File: config.mk
export PLATFORM = sky130hd
export DESIGN_NAME = stack_with_value_delete_unit
export DESIGN_NICKNAME = d
export VERILOG_FILES = /design/src/design/stk_pkg.sv /design/src/design/stk_mem.sv /design/src/design/stk_ctrl.sv /design/src/design/stack_with_value_delete_unit.sv
export SDC_FILE = /design/constraint.sdc
export NUM_CORES = 1
export LEC_CHECK = 0
export BUFFER_PORTS_ARGS = -buffer_cell sky130_fd_sc_hd__buf_2
export CAP_MARGIN = 10
export CORE_ASPECT_RATIO = 0.9
export CORE_MARGIN = 4
export CORE_UTILIZATION = 38
export CTS_CLUSTER_DIAMETER = 100
export DETAILED_ROUTE_END_ITERATION = 10
export MAX_ROUTING_LAYER = met4
export PLACE_DENSITY = 0.54
export SLEW_MARGIN = 5
export SYNTH_ARGS = -nofsm -noshare
export SYNTH_HDL_FRONTEND = slang
export SYNTH_HIERARCHICAL = 1
export SYNTH_SLANG_ARGS = --single-unit
File: constraint.sdc
create_clock -name clk_i -period 13.3 [get_ports clk_i]
set_clock_uncertainty 0.1 [all_clocks]
set_input_delay 0.665 -clock clk_i [delete_from_list [all_inputs] [get_ports clk_i]]
set_output_delay 0.665 -clock clk_i [all_outputs]
set_load 0.01 [all_outputs]
File: src/design/stk_pkg.sv
// Shared types and codes for the stack with delete-by-value.
// No dependencies. Used by stk_ctrl and stack_with_value_delete_unit.
package stk_pkg;

  // operation codes carried in the mode field
  typedef enum logic [2:0] {
    OP_PUSH      = 3'd0,
    OP_POP       = 3'd1,
    OP_DEL_FIRST = 3'd2,
    OP_DEL_ALL   = 3'd3,
    OP_CLEAR     = 3'd4
  } stk_op_e;

  // sequencer states
  typedef enum logic [1:0] {
    ST_IDLE,
    ST_SCAN,
    ST_TOPRD,
    ST_RESP
  } stk_state_e;

  // input beat
  typedef struct packed {
    logic        [2:0]  mode;
    logic signed [31:0] value;
  } stk_in_t;

  // result beat
  typedef struct packed {
    logic signed [31:0] top_value;
    logic               not_empty;
    logic        [4:0]  entry_count;
    logic        [4:0]  removed_count;
    logic               push_refused;
  } stk_out_t;

endpackage

File: src/design/stk_mem.sv
// Entry storage: one write port, one read port, registered read data.
// No package dependencies.
module stk_mem #(
  parameter int unsigned Depth = 16,
  localparam int unsigned AW = (Depth > 1) ? $clog2(Depth) : 1
) (
  input  logic          clk_i,
  input  logic          we_i,
  input  logic [AW-1:0] waddr_i,
  input  logic [31:0]   wdata_i,
  input  logic          re_i,
  input  logic [AW-1:0] raddr_i,
  output logic [31:0]   rdata_o
);

  logic [31:0] mem_q [Depth];
  logic [31:0] rdata_q;

  // write port
  always_ff @(posedge clk_i) begin
    if (we_i) begin
      mem_q[waddr_i] <= wdata_i;
    end
  end

  // read port, registered read data
  always_ff @(posedge clk_i) begin
    if (re_i) begin
      rdata_q <= mem_q[raddr_i];
    end
  end

  assign rdata_o = rdata_q;

endmodule

File: src/design/stk_ctrl.sv
// Operation sequencer: push/pop/clear, compaction scan for deletes, result register.
// Depends on stk_pkg; drives the ports of stk_mem.
module stk_ctrl
  import stk_pkg::*;
#(
  parameter int unsigned Depth = 16,
  localparam int unsigned AW = (Depth > 1) ? $clog2(Depth) : 1,
  localparam int unsigned CW = $clog2(Depth + 1)
) (
  input  logic          clk_i,
  input  logic          rst_ni,
  input  logic          in_valid_i,
  output logic          in_ready_o,
  input  stk_in_t       in_data_i,
  output logic          out_valid_o,
  input  logic          out_ready_i,
  output stk_out_t      out_data_o,
  output logic          mem_we_o,
  output logic [AW-1:0] mem_waddr_o,
  output logic [31:0]   mem_wdata_o,
  output logic          mem_re_o,
  output logic [AW-1:0] mem_raddr_o,
  input  logic [31:0]   mem_rdata_i
);

  stk_state_e state_q, state_d;

  logic [CW-1:0] count_q, count_d;
  logic [31:0]   top_q, top_d;
  logic [AW-1:0] rd_q, rd_d;
  logic [CW-1:0] wr_q, wr_d;
  logic          found_q, found_d;
  stk_op_e       mode_q, mode_d;
  logic [31:0]   word_q, word_d;
  logic [CW-1:0] removed_q, removed_d;
  logic          refused_q, refused_d;
  logic          out_valid_q, out_valid_d;
  stk_out_t      out_data_q;

  stk_op_e       in_op;
  logic          has_room;
  logic [CW-1:0] count_m1, count_m2;
  logic          scan_drop, scan_last, slot_free;
  logic [CW-1:0] wr_next;
  logic [CW+4:0] count_ext, removed_ext;

  assign in_op     = stk_op_e'(in_data_i.mode);
  assign has_room  = (count_q < CW'(Depth));
  assign count_m1  = count_q - CW'(1);
  assign count_m2  = count_q - CW'(2);
  assign slot_free = !out_valid_q || out_ready_i;

  // compaction scan: drop a match (only the first one for delete-first)
  assign scan_drop = (mem_rdata_i == word_q) && ((mode_q == OP_DEL_ALL) || !found_q);
  assign scan_last = (CW'(rd_q) == count_m1);
  assign wr_next   = scan_drop ? wr_q : wr_q + CW'(1);

  assign in_ready_o = (state_q == ST_IDLE);

  // next state
  always_comb begin
    state_d = state_q;
    case (state_q)
      ST_IDLE: begin
        if (in_valid_i) begin
          state_d = ST_RESP;
          case (in_op)
            OP_POP: begin
              if (count_q > CW'(1)) state_d = ST_TOPRD;
            end
            OP_DEL_FIRST, OP_DEL_ALL: begin
              if (count_q != '0) state_d = ST_SCAN;
            end
            default: state_d = ST_RESP;
          endcase
        end
      end
      ST_SCAN: begin
        if (scan_last) state_d = ST_RESP;
      end
      ST_TOPRD: state_d = ST_RESP;
      ST_RESP: begin
        if (slot_free) state_d = ST_IDLE;
      end
      default: state_d = ST_IDLE;
    endcase
  end

  // datapath and memory controls
  always_comb begin
    count_d     = count_q;
    top_d       = top_q;
    rd_d        = rd_q;
    wr_d        = wr_q;
    found_d     = found_q;
    mode_d      = mode_q;
    word_d      = word_q;
    removed_d   = removed_q;
    refused_d   = refused_q;
    mem_we_o    = 1'b0;
    mem_waddr_o = '0;
    mem_wdata_o = '0;
    mem_re_o    = 1'b0;
    mem_raddr_o = '0;
    case (state_q)
      ST_IDLE: begin
        if (in_valid_i) begin
          mode_d    = in_op;
          word_d    = in_data_i.value;
          removed_d = '0;
          refused_d = 1'b0;
          case (in_op)
            OP_PUSH: begin
              if (has_room) begin
                mem_we_o    = 1'b1;
                mem_waddr_o = count_q[AW-1:0];
                mem_wdata_o = in_data_i.value;
                count_d     = count_q + CW'(1);
                top_d       = in_data_i.value;
              end else begin
                refused_d = 1'b1;
              end
            end
            OP_POP: begin
              if (count_q != '0) begin
                count_d   = count_m1;
                removed_d = CW'(1);
                if (count_q > CW'(1)) begin
                  mem_re_o    = 1'b1;
                  mem_raddr_o = count_m2[AW-1:0];
                end else begin
                  top_d = '0;
                end
              end
            end
            OP_DEL_FIRST, OP_DEL_ALL: begin
              if (count_q != '0) begin
                mem_re_o    = 1'b1;
                mem_raddr_o = '0;
                rd_d        = '0;
                wr_d        = '0;
                found_d     = 1'b0;
                top_d       = '0;
              end
            end
            OP_CLEAR: begin
              removed_d = count_q;
              count_d   = '0;
              top_d     = '0;
            end
            default: ;
          endcase
        end
      end
      ST_SCAN: begin
        // read data belongs to slot rd_q; kept words move down to slot wr_q
        if (scan_drop) begin
          found_d = 1'b1;
        end else begin
          mem_we_o    = 1'b1;
          mem_waddr_o = wr_q[AW-1:0];
          mem_wdata_o = mem_rdata_i;
          top_d       = mem_rdata_i;
        end
        wr_d = wr_next;
        if (scan_last) begin
          count_d   = wr_next;
          removed_d = count_q - wr_next;
        end else begin
          rd_d        = rd_q + 1'b1;
          mem_re_o    = 1'b1;
          mem_raddr_o = rd_q + 1'b1;
        end
      end
      ST_TOPRD: top_d = mem_rdata_i;
      default: ;
    endcase
  end

  // result register
  assign count_ext   = {5'd0, count_q};
  assign removed_ext = {5'd0, removed_q};
  assign out_valid_d = ((state_q == ST_RESP) && slot_free) || (out_valid_q && !out_ready_i);

  always_ff @(posedge clk_i) begin
    if ((state_q == ST_RESP) && slot_free) begin
      out_data_q.top_value     <= top_q;
      out_data_q.not_empty     <= (count_q != '0);
      out_data_q.entry_count   <= count_ext[4:0];
      out_data_q.removed_count <= removed_ext[4:0];
      out_data_q.push_refused  <= refused_q;
    end
  end

  // control state
  always_ff @(posedge clk_i or negedge rst_ni) begin
    if (!rst_ni) begin
      state_q     <= ST_IDLE;
      count_q     <= '0;
      top_q       <= '0;
      out_valid_q <= 1'b0;
    end else begin
      state_q     <= state_d;
      count_q     <= count_d;
      top_q       <= top_d;
      out_valid_q <= out_valid_d;
    end
  end

  // per-item working registers
  always_ff @(posedge clk_i) begin
    rd_q      <= rd_d;
    wr_q      <= wr_d;
    found_q   <= found_d;
    mode_q    <= mode_d;
    word_q    <= word_d;
    removed_q <= removed_d;
    refused_q <= refused_d;
  end

  assign out_valid_o = out_valid_q;
  assign out_data_o  = out_data_q;

endmodule

File: src/design/stack_with_value_delete_unit.sv
// LIFO stack with delete-by-value. Push, clear, refused push, idle codes and a pop that
// leaves the stack empty go straight to the result state; other pops first read the new top.
// Deletes scan the entry memory one slot a cycle, over every held entry, up to STACK_DEPTH.
// One item in flight: the next beat is taken once the result is registered, which waits
// while the result side holds back an earlier result.
// Reset (async, active low) empties the stack; entry memory is not cleared. Uses stk_pkg, stk_mem, stk_ctrl.
module stack_with_value_delete_unit
  import stk_pkg::*;
#(
  parameter int unsigned STACK_DEPTH = 16
) (
  input  logic     clk_i,
  input  logic     rst_ni,
  input  logic     in_valid_i,
  output logic     in_ready_o,
  input  stk_in_t  in_data_i,
  output logic     out_valid_o,
  input  logic     out_ready_i,
  output stk_out_t out_data_o
);

  localparam int unsigned AW = (STACK_DEPTH > 1) ? $clog2(STACK_DEPTH) : 1;

  logic          mem_we;
  logic [AW-1:0] mem_waddr;
  logic [31:0]   mem_wdata;
  logic          mem_re;
  logic [AW-1:0] mem_raddr;
  logic [31:0]   mem_rdata;

  // sequencer
  stk_ctrl #(
    .Depth(STACK_DEPTH)
  ) u_ctrl (
    .clk_i       (clk_i),
    .rst_ni      (rst_ni),
    .in_valid_i  (in_valid_i),
    .in_ready_o  (in_ready_o),
    .in_data_i   (in_data_i),
    .out_valid_o (out_valid_o),
    .out_ready_i (out_ready_i),
    .out_data_o  (out_data_o),
    .mem_we_o    (mem_we),
    .mem_waddr_o (mem_waddr),
    .mem_wdata_o (mem_wdata),
    .mem_re_o    (mem_re),
    .mem_raddr_o (mem_raddr),
    .mem_rdata_i (mem_rdata)
  );

  // entry storage
  stk_mem #(
    .Depth(STACK_DEPTH)
  ) u_mem (
    .clk_i   (clk_i),
    .we_i    (mem_we),
    .waddr_i (mem_waddr),
    .wdata_i (mem_wdata),
    .re_i    (mem_re),
    .raddr_i (mem_raddr),
    .rdata_o (mem_rdata)
  );

endmodule

==> results.py, run 1 <==
metrics = {
    "placed_design": {
        "portBuffers": 84,
        "hpwl_um": 37800,
        "place_congestion": 0.814,
        "placed_area_mm2": 0.0286,
    },
    "synthesis": {
        "synthFlopType": "edfxtp_1",
        "synth.top_cell.area_share_pct": 71.4,
        "synth_top_family_by_area": "multiplexers",
        "synth.net_count": 1391,
        "synth.mux.area_fraction_pct": 12.9,
        "yosys.area.top_type": "edfxtp_1",
        "ys_seq_elements": 679,
        "async_reset_ff_share_pct": 5.89,
        "synth-compound-area-share_pct": 5.33,
        "synth_cell_type_count": 58,
        "synth_xor_area_share_pct": 1.69,
        "yosysWarnings": 6,
        "netlist_area_mm2": 0.0269,
        "synthCells": 1334,
        "avgSynthCellArea_um2": 20.1,
        "ys_seq_area_share_pct": 75.2,
        "synthTopCellsByArea": "edfxtp_1, mux4_2, dfrtp_1",
        "synth_edf_count": 639,
        "yosys.area_share.simple_pct": 2.64,
        "synthAdderAreaFrac_pct": 0.866,
    },
    "clocking": {
        "clock-sinks": 679,
        "clk_pin_slew_ps": 60,
        "clock_path_buffers": 3,
        "cts_made_buffers": 72,
        "htree_levels": 3,
        "cts_root_buf": "clkbuf_16",
        "clkLatencyLatePin_ps": 620,
        "postCtsSetupBuffers": 0,
        "ctsResizeCount": 0,
        "cts_tree": "done",
        "ctsHoldBuffers": 0,
    },
    "power_and_ir_drop": {
        "seq_power_share_pct": 42.7,
        "vdd_drop_max_uv": 185,
        "clockPowerShare_pct": 26.6,
        "leakagePower_nw": 10.2,
        "power-per-cell-area_mw_per_mm2": 238,
        "combPwrFrac_pct": 30.7,
        "internal_power_mw": 5.01,
        "power_mw": 7.33,
        "sw_frac_of_total_pct": 31.7,
        "power.switching_mw": 2.33,
    },
    "worst_setup_path": {
        "crit_arrival_ps": 5510,
        "worstPathCellList": "xor2_1 -> nor4_1 -> nand4_1 -> nor3_1 -> nor2_4 -> a22o_1 -> nand2b_1 -> nor2_4 -> buf_4",
        "crit_path_start_kind": "flop",
        "cp_num_buf_inv": 1,
        "cp.required_ps": 13460,
        "cp_top_family": "simple AND/OR/NAND/NOR gates",
        "crit_type": "reg -> reg",
        "max_stage_delay_ps": 720,
        "crit_top_cell": "nor2_4",
        "cp_max_fo": 36,
        "worstSetupEndpointType": "flop",
        "cp_slowest_cell": "nor3_1",
    },
    "die": {
        "dieHeight_um": 260,
        "initial_utilization_pct": 38.4,
        "die_width_um": 288,
        "pin_count": 85,
        "dieArea_mm2": 0.0750,
        "coreArea_mm2": 0.0700,
        "rows": 92,
    },
    "detailed_routing": {
        "drt-initial-drc-count": 1229,
        "drcViolationCount": 0,
        "vias": 13500,
        "final_antenna_net_count": 0,
        "routed_wl_um": 64700,
        "drt_pass1_iterations": 5,
        "wire_per_inst_um": 26.5,
        "vias_per_cell": 5.53,
    },
    "sta": {
        "tns_ps": 0,
        "whs_ps": 58.6,
        "setup_violations": 0,
        "finalCritPeriodShare_pct": 40.2,
        "slew_violations": 0,
        "fmax_mhz": 187,
        "report.final.hold_viol_count": 0,
        "worst_pin_slew_ps": 1270,
        "rsz0062_at_grt": "false",
        "period_needed_ps": 5350,
        "slew_headroom_pct": 14.8,
    },
    "status": {
        "outcome": "finished, final reports clean",
    },
    "grt": {
        "antenna_found_initial": 0,
        "grt_max_degree": 91,
        "grt_pass1_vias": 13700,
        "grt-ovfl-total": 0,
        "grt_pass1_wl_um": 96000,
        "grt.total_usage_pct": 17.9,
    },
    "finish": {
        "fillers": 6017,
        "nets": 1509,
        "final_core_util_pct": 44.1,
        "post-route-cell-area_mm2": 0.0309,
        "syn2layout_area_growth_pct": 14.9,
        "n_antenna_cell": 0,
        "drive_gt1_share_pct": 27.7,
    },
    "min_path": {
        "hold_class": "in -> async",
    },
    "job": {
        "cap_violations": 0,
    },
}
layout by cell type, fill, tap and decap left out, types with 4 or more instances in the layout:
cell type  count
edfxtp_1     639
mux4_2       129
buf_2         84
clkbuf_16     73
a22o_1        67
a22oi_1       64
nand2_1       55
dfrtp_1       40
xor2_1        38
mux2_4        30
buf_4         26
clkbuf_1      21
nor2_1        19
ha_1          17
o21ai_0       14
nor2_4        14
clkinv_2      13
inv_1         13
xnor2_1       11
nor4_1        10
a21oi_1       10
nand3_1        7
clkinv_1       6
nor3_1         6
a31oi_1        6
and2_1         6
mux2_2         6
bufinv_16      5
nor3_2         5
nand2b_1       5
nand3b_1       4
metrics by stage:
stage | std cells | worst slack (ps)
global placement | 2315 | 7870
floorplan | 1334 | 8040
finish | 2447 | 7950
global route | 2447 | 7640
CTS | 2447 | 7950
detailed placement | 2318 | 7980
worst register-to-register path, cell delays in order, from the launching register on:
cell,delay [ps]
edfxtp_1,480
xor2_1,180
nor4_1,630
nand4_1,460
nor3_1,720
nor2_4,390
a22o_1,470
nand2b_1,380
nor2_4,670
buf_4,500
power groups by stage:
stage	Sequential [mW]	Clock, mW	Combinational (mW)
after floorplan	3.12	0	1.58
after global placement	3.17	0	2.25
after detailed placement	3.17	0	2.27
after CTS	3.13	2.00	2.28
after global routing	3.16	2.10	2.44
final	3.13	1.95	2.25
area by class of cell:
cell class | count | area, µm² | share of cell area, %
Sequential cell | 679 | 20200 | 65.4
Timing Repair Buffer | 114 | 711 | 2.30
Clock inverter | 32 | 333 | 1.08
Tap cell | 940 | 1180 | 3.81
Inverter | 14 | 52.6 | 0.170
Clock buffer | 97 | 1950 | 6.31
Multi-Input combinational cell | 571 | 6470 | 20.9
flip-flops by register name (all words and copies together), names as in the netlist:
signal	cells
u_ctrl/out_data_o	44
u_ctrl/count_q	5
u_ctrl/state_q	2
u_ctrl/rd_q	4
u_ctrl/refused_q	1
u_ctrl/removed_q	5
u_ctrl/found_q	1
u_mem/rdata_o	32
u_mem/mem_q	512
u_ctrl/out_valid_o	1
u_ctrl/wr_q	5
u_ctrl/word_q	32
u_ctrl/top_q	32
u_ctrl/mode_q	3
path summary, 6_finish.rpt:
kind,start,end,slack [ps],cells past startpoint
worst min-delay path,rst_ni,u_ctrl/count_q[1],60,2
max in group asynchronous,rst_ni,u_ctrl/top_q[21],12600,2
worst min register to register,u_ctrl/removed_q[4],u_ctrl/out_data_o[5],320,0
worst max-delay path,u_mem/rdata_o[19],u_mem/mem_q[13][12],7950,9
min in group clk_i,in_data_i[15],u_ctrl/word_q[15],170,1
worst max register to register,u_mem/rdata_o[19],u_mem/mem_q[13][12],7950,9
cells by family (layout without fill, tap and decap cells):
| family | after synthesis | count (layout) |
|---|---|---|
| and+or+nand+nor | 150 | 150 |
| adders and majority gates | 18 | 18 |
| muxes | 168 | 168 |
| buffers and inverters | 84 | 257 |
| xor gates and xnor gates | 50 | 50 |
| AOI/OAI and AO/OA | 185 | 185 |
| DFF | 679 | 679 |
metal layers:
layer  track usage (%)  part of all wire (%)  vias up
met5                 -                     0        -
met4              4.10                   1.6        0
met3              2.88                   6.0       77
met2              27.0                    46      416
met1              26.0                    46     7318
li1                  -                     -     5731
Yosys cell counts, drive strengths merged (2+ instances only):
cell type / number
nor2: 33
nor2b: 4
o31ai: 2
mux4: 129
mux2i: 3
and2: 8
clkbuf: 36
o211ai: 2
inv: 14
a21o: 3
mux2: 36
nand3: 7
o21ai: 15
a21oi: 11
nand3b: 4
a22oi: 64
buf: 34
nand2: 56
a31oi: 6
dfrtp: 40
xor2: 38
or3: 3
ha: 17
nand2b: 5
a221o: 2
xnor2: 11
a22o: 68
edfxtp: 639
nand4: 2
nor4: 10
or2: 2
nor3: 11
No activity file was read; power rests on OpenSTA's default activity.
==> inputs of run 2 (changes only) <==
--- a/config.mk
+++ b/config.mk
@@ -5,6 +5,7 @@
 export SDC_FILE = /design/constraint.sdc
 export NUM_CORES = 1
 export LEC_CHECK = 0
+export ABC_AREA = 1
 export BUFFER_PORTS_ARGS = -buffer_cell sky130_fd_sc_hd__buf_2
 export CAP_MARGIN = 10
 export CORE_ASPECT_RATIO = 0.9
@@ -13,7 +14,7 @@
 export CTS_CLUSTER_DIAMETER = 100
 export DETAILED_ROUTE_END_ITERATION = 10
 export MAX_ROUTING_LAYER = met4
-export PLACE_DENSITY = 0.54
+export PLACE_DENSITY = 0.56
 export SLEW_MARGIN = 5
 export SYNTH_ARGS = -nofsm -noshare
 export SYNTH_HDL_FRONTEND = slang
==> constraint.sdc (replaced) <==
create_clock -name clk_i -period 4.7 [get_ports clk_i]
set_clock_uncertainty 0.1 [all_clocks]
set_input_delay 0.235 -clock clk_i [delete_from_list [all_inputs] [get_ports clk_i]]
set_output_delay 0.235 -clock clk_i [all_outputs]
set_load 0.01 [all_outputs]
==> run 2 against run 1 <==
Die area rose by 12%. Combinational power grew to 4.1 times the previous value. Worst hold slack better by 56 ps. Clock-buffer cell count unchanged. Sequential power increased to 2.8 times the previous value. Global-route usage rose by 1.1 points. Non-clock buffer count up 73. Power rose to 3.3 times the previous value. Area after synthesis increased by 12%. Wire length increased by 21%. Synthesized cell count rose by 110%.
==> results.py, run 2 <==
metrics = {
    "die": {
        "die_width_um": 305,
        "rows": 97,
        "dieHeight_um": 275,
        "initial_utilization_pct": 38.5,
        "dieArea_mm2": 0.0839,
        "pin_count": 85,
        "coreArea_mm2": 0.0783,
    },
    "grt": {
        "grt_pass1_vias": 19100,
        "met2_usage_pct": 29.5,
        "grt.met1_usage_pct": 25.9,
        "grt-ovfl-total": 0,
        "grt_pass1_wl_um": 119000,
        "grt.busiest_layer": "met2",
        "antenna_found_initial": 4,
        "grt_max_degree": 162,
        "globalRouteMet3Util_pct": 3.31,
        "grt.total_usage_pct": 19.0,
    },
    "worst_setup_path": {
        "max_stage_delay_ps": 590,
        "rr_worst_depth": 15,
        "cp_max_fo": 51,
        "cp_slowest_cell": "dfrtp_1",
        "worstSetupEndpointType": "flop",
        "cp_top_family": "buffers and inverters",
        "worstPathCellList": "inv_1 -> ha_1 -> nand2_1 -> nand3_1 -> nand2_1 -> xor2_1 -> nand3_2 -> a22o_4 -> inv_6 -> buf_4 -> nand2_1 -> nand3_1 -> nand3_1 -> nand3_1 -> nand2_1",
        "cp_num_cells": 15,
        "crit_type": "reg -> reg",
        "cp_num_buf_inv": 3,
        "crit_path_start_kind": "flop",
        "crit_arrival_ps": 4200,
        "cp.required_ps": 4870,
    },
    "detailed_routing": {
        "drt_pass1_iterations": 6,
        "drt-initial-drc-count": 1911,
        "vias": 20100,
        "wire_per_inst_um": 19.2,
        "final_antenna_net_count": 0,
        "routed_wl_um": 78300,
        "drcViolationCount": 0,
        "vias_per_cell": 4.91,
    },
    "finish": {
        "syn2layout_area_growth_pct": 15.0,
        "layout_commonest_cell": "nand2_1",
        "nets": 3043,
        "n_antenna_cell": 0,
        "drive_gt1_share_pct": 11.9,
        "final_cell_mix": "nand2_1, edfxtp_1, inv_1",
        "largest_register_ffs": 512,
        "largest_register": "u_mem/mem_q",
        "fillers": 7281,
    },
    "synthesis": {
        "netlist_area_mm2": 0.0302,
        "ys_seq_elements": 679,
        "synthFlopType": "edfxtp_1",
        "synth_cell_type_count": 43,
        "post-synth-top-count-cell": "nand2_1",
        "ys_seq_area_share_pct": 66.9,
        "synthTopCellsByCount": "nand2_1, edfxtp_1, inv_1",
        "synthTopCellsByArea": "edfxtp_1, nand2_1, nand3_1",
        "yosysWarnings": 6,
        "async_reset_ff_share_pct": 5.89,
        "yosys.area.top_type": "edfxtp_1",
        "synth_edf_count": 639,
        "synthCells": 2857,
        "synth.top_cell.area_share_pct": 63.6,
        "synth.net_count": 2914,
        "avgSynthCellArea_um2": 10.6,
    },
    "sta": {
        "slew_violations": 0,
        "whs_ps": 114,
        "setup_violations": 0,
        "slew_headroom_pct": 19.4,
        "fmax_mhz": 248,
        "finalCritPeriodShare_pct": 85.8,
        "worst_pin_slew_ps": 1210,
        "rsz0062_at_grt": "false",
        "report.final.hold_viol_count": 0,
        "period_needed_ps": 4030,
    },
    "min_path": {
        "hold_class": "in -> reg",
        "hold_depth": 6,
    },
    "clocking": {
        "htree_levels": 3,
        "clock-sinks": 679,
        "cts_root_buf": "clkbuf_16",
        "ctsResizeCount": 0,
        "ctsHoldBuffers": 37,
        "clk_pin_slew_ps": 60,
        "postCtsSetupBuffers": 0,
        "cts_tree": "done",
        "clkLatencyLatePin_ps": 600,
        "cts_made_buffers": 73,
        "clock_path_buffers": 3,
    },
    "power_and_ir_drop": {
        "power.switching_mw": 9.44,
        "combPwrFrac_pct": 38.5,
        "seq_power_share_pct": 37.1,
        "leakagePower_nw": 14.7,
        "internal_power_mw": 14.5,
        "clockPowerShare_pct": 24.4,
        "power-per-cell-area_mw_per_mm2": 691,
        "sw_frac_of_total_pct": 39.4,
        "power_mw": 24.0,
        "vdd_drop_max_uv": 403,
    },
    "job": {
        "cap_violations": 0,
    },
    "placed_design": {
        "place_congestion": 0.883,
        "hpwl_um": 45500,
        "portBuffers": 84,
    },
    "status": {
        "outcome": "finished, final reports clean",
    },
}
[run 2: metrics by stage]
step	setup TNS, ps	setup slack (ps)	instances	util (%)	instance area (µm²)
after floorplan	-18480	-77.8	2857	-	30200
after global placement	0	705	3904	40.5	31700
after detailed placement	0	673	3909	40.6	31800
after CTS	0	648	4081	44.2	34600
after global routing	0	325	4085	44.3	34700
final	0	669	4085	44.3	34700
[run 2: power by group through the flow]
stage          clock (mW)  sequential [mW]  combinational [mW]
2_1_floorplan           0             8.99                6.15
3_3_place_gp            0             9.00                8.99
3_5_place_dp            0             9.03                9.08
4_1_cts              5.97             8.91                9.16
5_1_grt              6.24             8.99                10.2
6_report             5.83             8.90                9.22
[run 2: worst paths after layout]
path	start	end	slack, ps
max in group asynchronous	rst_ni	u_ctrl/top_q[20]	3650
hold / removal	in_valid_i	u_ctrl/count_q[1]	110
setup reg to reg	u_ctrl/count_q[2]	u_mem/rdata_o[8]	670
hold reg to reg	u_ctrl/removed_q[4]	u_ctrl/out_data_o[5]	320
min in group asynchronous	rst_ni	u_ctrl/count_q[0]	210
setup / recovery	u_ctrl/count_q[2]	u_mem/rdata_o[8]	670
[run 2: kinds of logic after synthesis]
group / after synthesis / synth area share (%)
compound gates: 135 / 3.13
xor+xnor: 32 / 0.929
fa+ha+maj: 18 / 0.772
buf+inv: 648 / 9.36
flops: 679 / 66.9
simple gates: 1345 / 18.9
[run 2: metal layers]
metal  wire, µm  up-vias
li1           -     9589
met1      34500     9610
met2      35800      747
met3       6000      118
met4       1920        0
met5          0        -
[run 2: final cells by class]
type	instances	area (µm²)	area share, %
flip-flops and latches	679	20200	58.2
multi-input cells	1530	7380	21.3
clock buffers	97	2050	5.91
inverters	515	1940	5.60
repair buffers	187	1400	4.05
well taps	1039	1300	3.75
clock inverters	38	407	1.17
[run 2: worst min-delay path, delay by kind of cell]
| kind | cells | cell delay, ps |
|---|---|---|
| and+or+nand+nor | 4 | 330 |
| buffers and inverters | 2 | 210 |
==> inputs of run 3 (changes only) <==
--- a/config.mk
+++ b/config.mk
@@ -5,13 +5,11 @@
 export SDC_FILE = /design/constraint.sdc
 export NUM_CORES = 1
 export LEC_CHECK = 0
-export ABC_AREA = 1
 export BUFFER_PORTS_ARGS = -buffer_cell sky130_fd_sc_hd__buf_2
 export CAP_MARGIN = 10
 export CORE_ASPECT_RATIO = 0.9
 export CORE_MARGIN = 4
 export CORE_UTILIZATION = 38
-export CTS_CLUSTER_DIAMETER = 100
 export DETAILED_ROUTE_END_ITERATION = 10
 export MAX_ROUTING_LAYER = met4
 export PLACE_DENSITY = 0.56
==> run 3 against run 2 <==
Via count is 31% lower. Wire length is 13% lower. Clock power is 9.3% lower. Die area is 11% lower. Fmax is 8.4% lower. Worst hold slack worse by 58 ps. Sequential share of layout area is 5.3 points higher. Non-clock buffer count is 6 lower. Critical path depth stayed put. Global-route usage is 0.29 points lower. Sequential cell count stayed put. Worst setup slack worse by 370 ps.
==> results.py, run 3 (synthesis gave the netlist of run 1 again) <==
metrics = {
    "clocking": {
        "ctsHoldBuffers": 37,
        "ctsResizeCount": 0,
        "clock-sinks": 679,
        "postCtsSetupBuffers": 0,
        "cts_root_buf": "clkbuf_16",
        "clk_pin_slew_ps": 60,
        "clkLatencyLatePin_ps": 600,
        "clock_path_buffers": 3,
        "htree_levels": 3,
        "cts_made_buffers": 73,
        "cts_tree": "done",
    },
    "worst_setup_path": {
        "cp_max_fo": 4,
        "crit_path_start_kind": "flop",
        "regToRegStartpoint": "u_mem/rdata_o[1]",
        "rr_worst_depth": 15,
        "crit_arrival_ps": 4640,
        "worstSetupEndpointType": "flop",
        "r2r_end": "u_ctrl/removed_q[4]",
        "cp.required_ps": 4930,
        "r2r_slack_ps": 300,
        "crit_type": "reg -> reg",
    },
    "sta": {
        "period_needed_ps": 4400,
        "finalCritPeriodShare_pct": 93.6,
        "fmax_mhz": 227,
        "whs_ps": 56.1,
        "worst_pin_slew_ps": 1110,
        "slew_violations": 0,
        "report.final.hold_viol_count": 0,
        "setup_violations": 0,
        "slew_headroom_pct": 26.0,
        "tns_ps": 0,
        "rsz0062_at_grt": "false",
    },
    "die": {
        "dieArea_mm2": 0.0750,
        "rows": 92,
        "dieHeight_um": 260,
        "die_width_um": 288,
        "coreArea_mm2": 0.0700,
        "initial_utilization_pct": 38.4,
        "pin_count": 85,
    },
    "placed_design": {
        "place_congestion": 0.813,
        "hpwl_um": 37900,
        "portBuffers": 84,
    },
    "grt": {
        "grt.total_usage_pct": 18.7,
        "grt_pass1_wl_um": 98400,
        "globalRouteMet3Util_pct": 3.04,
        "grt.busiest_layer": "met2",
        "grt.met1_usage_pct": 25.2,
        "grt-ovfl-total": 0,
        "grt_pass1_vias": 14200,
        "met2_usage_pct": 29.6,
        "grt_max_degree": 45,
        "antenna_found_initial": 0,
    },
    "power_and_ir_drop": {
        "leakagePower_nw": 10.5,
        "vdd_drop_max_uv": 348,
        "power-per-cell-area_mw_per_mm2": 660,
    },
    "finish": {
        "largest_register_ffs": 512,
        "n_antenna_cell": 0,
        "syn2layout_area_growth_pct": 18.4,
        "drive_gt1_share_pct": 27.9,
        "final_cell_mix": "edfxtp_1, mux4_2, buf_2",
        "layout_commonest_cell": "edfxtp_1",
        "nets": 1577,
        "largest_register": "u_mem/mem_q",
    },
    "min_path": {
        "hold_class": "in -> async",
    },
    "detailed_routing": {
        "drt-initial-drc-count": 1311,
        "drcViolationCount": 0,
        "wire_per_inst_um": 27.0,
        "final_antenna_net_count": 0,
        "drt_pass1_iterations": 7,
        "vias_per_cell": 5.54,
        "vias": 13900,
        "routed_wl_um": 68000,
    },
    "status": {
        "outcome": "finished, final reports clean",
    },
    "job": {
        "cap_violations": 0,
    },
}
-- run 3: worst max path at each step --
stage | from | end | slack [ps] | cells past startpoint
final | u_mem/rdata_o[1] | u_ctrl/removed_q[4] | 300 | 15
after global routing | u_mem/rdata_o[19] | u_ctrl/removed_q[4] | 90 | 15
after CTS | u_mem/rdata_o[19] | u_ctrl/removed_q[4] | 310 | 15
after detailed placement | u_mem/rdata_o[19] | u_ctrl/removed_q[4] | 340 | 15
after global placement | u_mem/rdata_o[19] | u_ctrl/removed_q[4] | 290 | 15
after floorplan | u_mem/rdata_o[16] | u_mem/mem_q[1][0] | 310 | 9
-- run 3: critical path, stage by stage (launching register included) --
cell and delay [ps]:
edfxtp_1 430, xor2_1 200, nor4_1 440, nand4_1 420
nor3_1 350, inv_1 120, ha_1 330, ha_1 150
inv_1 50, fa_1 390, a21o_1 190, a21oi_1 160
xnor2_1 200, mux2_2 370, a31oi_1 140, nand2_1 80
-- run 3: per-layer routing --
metal	wire (µm)	up-vias
met5	0	-
met4	1690	0
met3	3980	102
met2	33000	462
met1	29400	7479
li1	-	5890
-- run 3: final cells by class --
type                       count  area, µm²
timing repair buffer         181       1670
inverter                      14       52.6
clock buffer                 103       2080
multi-input combinational    571       6490
tap                          940       1180
clock inverter                27        133
sequential                   679      20200
fill                        5934      38200
-- run 3: through the flow --
step	util (%)	area [µm²]	setup WS, ps	total power, mW	instances
after floorplan	-	26900	308	13.3	1334
after global placement	41.7	29200	288	15.7	2347
after detailed placement	41.7	29200	341	15.8	2347
after CTS	45.4	31800	311	21.2	2514
after global routing	45.4	31800	85.6	22.0	2515
final	45.4	31800	299	21.0	2515
-- run 3: power by group --
group	internal [mW]	leakage, nW	switching, mW	total [mW]
combinational	2.93	3.05	3.97	6.89
clock	3.08	1.09	2.22	5.29
sequential	8.31	6.38	0.472	8.79
